File: src/lrs_pkg.sv
// lrs_pkg: shared constants, payload structs and the digit extract function
// for the radix sort block. No dependencies.
package lrs_pkg;

   localparam int MAX_ENTRIES  = 64;
   localparam int DIGIT_BITS   = 8;
   localparam int KEY_BITS     = 64;
   localparam int PAYLOAD_BITS = 32;
   localparam int NUM_PASSES   = (KEY_BITS + DIGIT_BITS - 1) / DIGIT_BITS;
   localparam int NUM_BINS     = 1 << DIGIT_BITS;
   localparam int IDX_W        = $clog2(MAX_ENTRIES);
   localparam int CNT_W        = $clog2(MAX_ENTRIES + 1);
   localparam int PASS_W       = (NUM_PASSES > 1) ? $clog2(NUM_PASSES) : 1;
   localparam int SHIFT_W      = $clog2(KEY_BITS);
   // an odd number of passes leaves the sorted run in buffer b
   localparam logic RESULT_IN_B = ((NUM_PASSES % 2) == 1);

   typedef struct packed {
      logic [KEY_BITS-1:0]     key;
      logic [PAYLOAD_BITS-1:0] payload;
      logic                    final_entry;
   } lrs_req_type;

   typedef struct packed {
      logic [KEY_BITS-1:0]     sorted_key;
      logic [PAYLOAD_BITS-1:0] sorted_payload;
      logic                    last_out;
   } lrs_rsp_type;

   typedef struct packed {
      logic [KEY_BITS-1:0]     key;
      logic [PAYLOAD_BITS-1:0] payload;
   } lrs_entry_type;

   typedef struct packed {
      logic lookup;     // read the bin this cycle, update it next cycle
      logic clear_wr;   // zero the count of the bin
      logic scatter;    // lookups go to the offset table
      logic prefix;     // lookups feed the running sum
      logic pfx_start;  // zero the running sum
   } lrs_hist_ctl_type;

   function automatic logic [DIGIT_BITS-1:0] digit_of(input logic [KEY_BITS-1:0] key,
                                                      input logic [PASS_W-1:0]   pass);
      logic [KEY_BITS-1:0] shifted;
      shifted = key >> (SHIFT_W'(pass) * SHIFT_W'(DIGIT_BITS));
      return shifted[DIGIT_BITS-1:0];
   endfunction

endpackage

File: src/lrs_hist_unit.sv
// lrs_hist_unit: digit histogram and offset tables with the shared
// read-increment-write unit, prefix sum accumulator and write forwarding.
// Depends on lrs_pkg.
module lrs_hist_unit (
   input  logic                           clock,
   input  logic                           reset,
   input  lrs_pkg::lrs_hist_ctl_type      ctl,
   input  logic [lrs_pkg::DIGIT_BITS-1:0] bin,
   output logic                           busy,
   output logic [lrs_pkg::CNT_W-1:0]      pos
);
   import lrs_pkg::*;

   logic [CNT_W-1:0]      cnt_mem [NUM_BINS];
   logic [CNT_W-1:0]      off_mem [NUM_BINS];
   logic [CNT_W-1:0]      cnt_rd_ff;
   logic [CNT_W-1:0]      off_rd_ff;
   logic                  s2_vld_ff;
   logic                  s2_scatter_ff;
   logic                  s2_prefix_ff;
   logic [DIGIT_BITS-1:0] s2_bin_ff;
   logic                  fw_vld_ff;
   logic [DIGIT_BITS-1:0] fw_bin_ff;
   logic [CNT_W-1:0]      fw_val_ff;
   logic [CNT_W-1:0]      run_ff;
   logic [CNT_W-1:0]      run_in;
   logic [CNT_W-1:0]      cur;
   logic [CNT_W-1:0]      nxt;
   logic                  cnt_we;
   logic [DIGIT_BITS-1:0] cnt_wa;
   logic [CNT_W-1:0]      cnt_wd;
   logic                  off_we;
   logic [CNT_W-1:0]      off_wd;

   always_comb begin
      // the bin written last cycle is not yet in the read data
      if (fw_vld_ff && (fw_bin_ff == s2_bin_ff)) begin
         cur = fw_val_ff;
      end else if (s2_scatter_ff) begin
         cur = off_rd_ff;
      end else begin
         cur = cnt_rd_ff;
      end
      nxt    = cur + CNT_W'(1);
      cnt_we = 1'b0;
      cnt_wa = s2_bin_ff;
      cnt_wd = nxt;
      off_we = 1'b0;
      off_wd = nxt;
      run_in = run_ff;
      if (ctl.clear_wr) begin
         cnt_we = 1'b1;
         cnt_wa = bin;
         cnt_wd = '0;
      end else if (s2_vld_ff) begin
         if (s2_prefix_ff) begin
            // offset gets the running sum, count is cleared for the next pass
            cnt_we = 1'b1;
            cnt_wd = '0;
            off_we = 1'b1;
            off_wd = run_ff;
            run_in = run_ff + cnt_rd_ff;
         end else if (s2_scatter_ff) begin
            off_we = 1'b1;
         end else begin
            cnt_we = 1'b1;
         end
      end
      if (ctl.pfx_start) begin
         run_in = '0;
      end
   end

   always_ff @(posedge clock) begin
      if (cnt_we) begin
         cnt_mem[cnt_wa] <= cnt_wd;
      end
      if (off_we) begin
         off_mem[s2_bin_ff] <= off_wd;
      end
      if (ctl.lookup && !ctl.scatter) begin
         cnt_rd_ff <= cnt_mem[bin];
      end
      if (ctl.lookup && ctl.scatter) begin
         off_rd_ff <= off_mem[bin];
      end
      s2_bin_ff     <= bin;
      s2_scatter_ff <= ctl.scatter;
      s2_prefix_ff  <= ctl.prefix;
      fw_bin_ff     <= s2_bin_ff;
      fw_val_ff     <= nxt;
      run_ff        <= run_in;
   end

   always_ff @(posedge clock) begin
      if (reset) begin
         s2_vld_ff <= 1'b0;
         fw_vld_ff <= 1'b0;
      end else begin
         s2_vld_ff <= ctl.lookup;
         fw_vld_ff <= s2_vld_ff && !s2_prefix_ff;
      end
   end

   assign busy = s2_vld_ff;
   assign pos  = cur;

endmodule

File: config.mk
export PLATFORM = sky130hd
export DESIGN_NAME = lrs_hist_unit
export DESIGN_NICKNAME = d
export VERILOG_FILES = /design/src/lrs_pkg.sv /design/src/lrs_hist_unit.sv
export SDC_FILE = /design/constraint.sdc
export NUM_CORES = 2
export LEC_CHECK = 0
export BUFFER_PORTS_ARGS = -buffer_cell sky130_fd_sc_hd__buf_4
export CORE_MARGIN = 2
export CORE_UTILIZATION = 46
export DETAILED_ROUTE_END_ITERATION = 10
export PLACE_DENSITY = 0.69
export SLEW_MARGIN = 20
export SYNTH_ARGS = -nofsm -noshare
export SYNTH_HDL_FRONTEND = slang
export SYNTH_SLANG_ARGS = --single-unit
File: constraint.sdc
create_clock -name clock -period 16.2 [get_ports clock]
set_input_delay 1.62 -clock clock [delete_from_list [all_inputs] [get_ports clock]]
set_output_delay 1.62 -clock clock [all_outputs]
set_load 0.02 [all_outputs]
Word-level counts from Yosys, hierarchy flattened. Memory sizes are Yosys's and may differ from the RTL's. A register that Yosys moved wholly into a read port is not among the register bits. Index checks and enable logic that the tools add are counted.

Add/subtract/negate cells: 2. Eq/ne operators: 1. Multiplexer cells: 21. Bitwise gates (word level): 1. Reduce and logical (&&, ||, !) cells: 7.

Operator list (count): 2-to-1 mux 7 bit (8); 2-to-1 mux 1 bit (12); equality test 8 bit (1); 2-to-1 mux 8 bit (1); adder 7 x 1 -> 7 bit (second input constant) (1); adder 7 bit (1); logical AND 1 bit (4); AND reduction 3 bit (1); logical NOT 1 bit (2); inverter 1 bit (1).

Bits in registers: 34. Bits in writable memories: 3584. Input port bits: 15. Output and inout bits: 8. Memories: 2.

Memories: cnt_mem (words 256, width 7, rd ports 1, clocked after memory_dff 1, wr ports 1, RTL line lrs_hist_unit.sv:14) `logic [CNT_W-1:0] cnt_mem [NUM_BINS];`; off_mem (words 256, width 7, rd ports 1, clocked after memory_dff 1, wr ports 1, RTL line lrs_hist_unit.sv:15) `logic [CNT_W-1:0] off_mem [NUM_BINS];`.

Longest topological paths before layout.
Depth after elaboration: 7. Gate-level depth with buffers: 12. Gate-level depth less buffers: 10.

Least setup slack after synthesis. OpenSTA, ideal clock, no wires.

Kind: in2reg. From: input port ctl[3] (netlist name). To: memory off_mem[0][3] (netlist name) (data pin). Library setup time: 2187 ps. Arrival time: 11947 ps. Setup slack: 2067 ps. Stages: 4. Path buffers: 1. Cells stage by stage: nor2b_1 and2_1 clkbuf_1 o21ai_0.

Cells in the longest elaborated chain, start to end: 1.

Ends and longest elaborated chain: start: declaration (RTL line lrs_hist_unit.sv:7) `input lrs_pkg::lrs_hist_ctl_type ctl,`; 2-to-1 mux 7 bit (RTL line lrs_hist_unit.sv:51) `if (ctl.clear_wr) begin`; net off_wd[3] (RTL line lrs_hist_unit.sv:33) `logic [CNT_W-1:0] off_wd;`; end: declaration (RTL line lrs_hist_unit.sv:15).

The timed path passes the listed nets, and every way through them passes these cells.

==> impl_summary.log <==
[metrics] weighted congestion reported at the end of routability-driven placement: 0.8555
[metrics] buffer depth of the longest clock path: 4
[metrics] Final Net Count: roughly 7000
[metrics] number of gates resized after cts: 0
[metrics] total routed wirelength: between 300 and 400 mm
[metrics] pin count of the biggest net entering global routing: 247
[metrics] total of endpoints with negative setup slack in the final report: 0
[metrics] number of buffers added on ports: 22
[metrics] Static Leak: between 40 and 50 nW
[metrics] postcts setup bufs: 0
[metrics] detailed-route via count: 71120
[metrics] hold bufs inserted after CTS: 0
[metrics] Ys Warns: 0
[metrics] critical path class: input port to flip-flop
[metrics] half-perimeter wire length after placement: between 200 and 250 mm
[metrics] Unique masters post-synth: 64
[metrics] Post-Route Hold Slack: 0.4502 ns
[metrics] Core Box Area: between 300000 and 400000 sq um
[metrics] number of I/O pins: 23
[metrics] DRC violations left: 0
[metrics] average vias per placed instance: 6.212
[metrics] top flip-flop cell by instance count after synthesis: edfxtp_1
[metrics] number of synthesized flops with an enable pin: 3598
[metrics] post-synth design cell area: 141000 sq um
[metrics] post-synthesis simple-gate area fraction: 0.02809
[metrics] Avg Cell Area, Syn: 20.34 sq um
[metrics] via count of the first global-routing pass: about 71000
[metrics] final period utilization: 0.3870
[metrics] Die Outline Area: 311100 sq um
[metrics] post-route clock skew: 0.03203 ns
[metrics] Worst Tran Pin Value: 1.179 ns
[metrics] final-layout setup total negative slack: 0 ns
[metrics] latest clock arrival within the worst-skew pair: 0.90 ns
[metrics] highest clock frequency the design can meet: 0.1595 GHz
[metrics] initial antenna violation count: 22
[metrics] crit path capture type: flip-flop
[metrics] floorplan die height: 557.7 microns
[metrics] synthesis-to-finish area growth: 11.71%
[metrics] most used cells in the layout excluding fill and tap cells: 3598 x edfxtp_1, 739 x mux4_2, 606 x nor2_1, 370 x clkbuf_16, 303 x mux2i_1
[metrics] TritonCTS Sinks: 3632
[metrics] CP max FO: 95
[metrics] critical path data arrival time: 6.88 ns
[metrics] post-synthesis compound-gate area fraction: 0.03913
[metrics] fin area: 157500 sq um
[metrics] clock transition time at the flip-flop clock pins of the worst setup and hold paths: roughly 0.060 ns
[metrics] fraction of synthesized cell area in xor and xnor cells: 0.001056
[metrics] number of search-and-repair iterations in the first detailed-routing pass: 6
[metrics] Horiz. Die Dim: 557.7 microns
[metrics] H-tree depth: 5
[metrics] share of synthesized area spent on multiplexers: 0.1423
[metrics] power density normalized to cell area: 128.4 nW/um^2
[metrics] Final Max Tran Viols: 0
[metrics] detailed router's first-iteration violation count: a little under 10000
[metrics] sort of element at the start of the critical path: input port
[metrics] total routing usage reported by global routing: 0.2251
[metrics] number of flip-flops and latches in the synthesized netlist: 3632
[metrics] total number of placement rows: about 200
[metrics] critical path data required time: around 17 ns
[metrics] fraction of the yosys area taken by sequential cells: 0.7709
[metrics] Final Critical Period: 6.269 ns
[metrics] number of CTS-inserted buffers: ~360
[metrics] cell area after placement: 145400 sq um
[metrics] share of post-route cells with drive strength above 1: 0.2062
[metrics] Worst Hold Class: flip-flop to flip-flop
[metrics] worst vdd ir: 95.83 uV
[metrics] net count after synthesis: roughly 7000
[metrics] RSZ-0062 raised after global routing: false
[metrics] buffer type at the clock tree root: clkbuf_16
[metrics] final hold vios: 0
[metrics] first-pass GRT wire length: 508.1 mm
[metrics] async set-or-reset flop fraction in the synthesized netlist: 0
[metrics] cells after synthesis: around 6900
[metrics] clock tree from TritonCTS: done
[metrics] number of nets with antenna violations after detailed routing: 0
[metrics] routed len/inst: 30.91 microns
[metrics] commonest non-fill, non-tap cell in the layout: edfxtp_1
[metrics] Max-Cap Viols: 0
[metrics] main combinational cell family by area after synthesis: multiplexers
[metrics] outcome: finished clean
[metrics] Adder-Cell Fraction of Synth Area: 0.0006742
[metrics] total congestion overflow after global routing: 0
[metrics] relative slew slack: 0.2122
[metrics] initial standard-cell utilization of the core: 0.4616
## cells in the mapped netlist (24+ instances only)
master	n	area [sq um]
nand2b_1	25	156.4
nand2_1	184	690.7
a22oi_1	223	1674
buf_6	46	518.0
buf_1	26	97.59
a22o_1	30	262.8
dfxtp_1	34	680.7
nor2_1	615	2308
a211oi_1	36	270.3
buf_2	103	515.5
a21oi_1	140	700.7
mux4_2	739	16640
o22ai_1	69	431.7
nor4_1	25	156.4
nor3_1	32	160.2
o21ai_0	76	380.4
nor2b_1	24	150.1
mux2_2	35	394.1
mux2i_1	303	3033
o221ai_1	59	516.8
a221oi_1	43	376.6
buf_4	47	352.8
clkbuf_1	195	732.0
edfxtp_1	3598	108000
## cell type report
type	count	area, sq um
sequential	3632	108700
tap	4100	5130
clock inverter	215	2390
clock buffer	445	9550
multi-input combinational	2851	30060
antenna	10	25.02
fill	23210	148000
timing repair buffer	173	1582
inverter	22	82.58
## worst max-delay path, cell delays in order
cell	delay, ns
buf_16	0.47
buf_4	0.78
buf_4	0.52
buf_4	0.67
buf_12	0.63
mux4_2	0.59
a22oi_1	0.32
a21oi_1	0.18
nor4_1	0.70
nor3b_1	0.13
## report_power, final
group	leakage, nW	internal [mW]	switching (mW)
Clock	5.82	4.93	3.55
Combinational	10.2	0.316	0.849
Sequential	33.0	10.6	0.0141
Total	49.0	15.8	4.42
## through the flow
stage / worst slack [ns] / total power [mW] / util / std cells
2_1_floorplan: 2.067 / 11.57 / - / 6935
3_3_place_gp: 8.925 / 11.89 / 0.4759 / 10770
3_5_place_dp: 8.846 / 11.93 / 0.4760 / 10770
4_1_cts: 9.792 / 20.29 / 0.5150 / 11430
5_1_grt: 9.471 / 20.71 / 0.5156 / 11440
6_report: 9.931 / 20.22 / 0.5156 / 11450
## sequential cells by signal (all words and copies together) (netlist names)
| register | count |
|---|---|
| busy | 1 |
| cnt_mem | 1792 |
| cnt_rd_ff | 7 |
| fw_bin_ff | 8 |
| fw_val_ff | 7 |
| fw_vld_ff | 1 |
| off_mem | 1792 |
| off_rd_ff | 7 |
| run_ff | 7 |
| s2_bin_ff | 8 |
| s2_prefix_ff | 1 |
| s2_scatter_ff | 1 |
## logic make-up (layout without fill, tap and decap cells)
family          count (synthesis)  in the layout
flops                        3632           3632
compound gates                792            792
other cells                     0             10
xor+xnor                       17             17
mux                          1077           1077
fa+ha+maj                       7              7
buf+inv                       452            855
simple gates                  958            958
## worst paths after layout
check                        startpoint                        end  slack (ns)  cells past startpoint
setup / recovery                 bin[0]     cnt_rd_ff[0]$_DFFE_PP_        9.93                     10
setup reg to reg  s2_scatter_ff$_DFF_P_  off_mem[152][4]$_DFFE_PP_       10.71                     10
hold / removal     s2_bin_ff[3]$_DFF_P_       fw_bin_ff[3]$_DFF_P_        0.45                      0
hold reg to reg    s2_bin_ff[3]$_DFF_P_       fw_bin_ff[3]$_DFF_P_        0.45                      0
## routing by layer
| layer | part of all wire | track usage | up-vias |
|---|---|---|---|
| met5 | 0.00071 | 0 | - |
| met1 | 0.39 | 0.3135 | 37400 |
| met2 | 0.47 | 0.3503 | 4005 |
| met4 | 0.040 | 0.08580 | 18 |
| met3 | 0.10 | 0.04794 | 741 |
| li1 | - | - | 28950 |
Note: power is estimated with default switching activity, not from simulation.
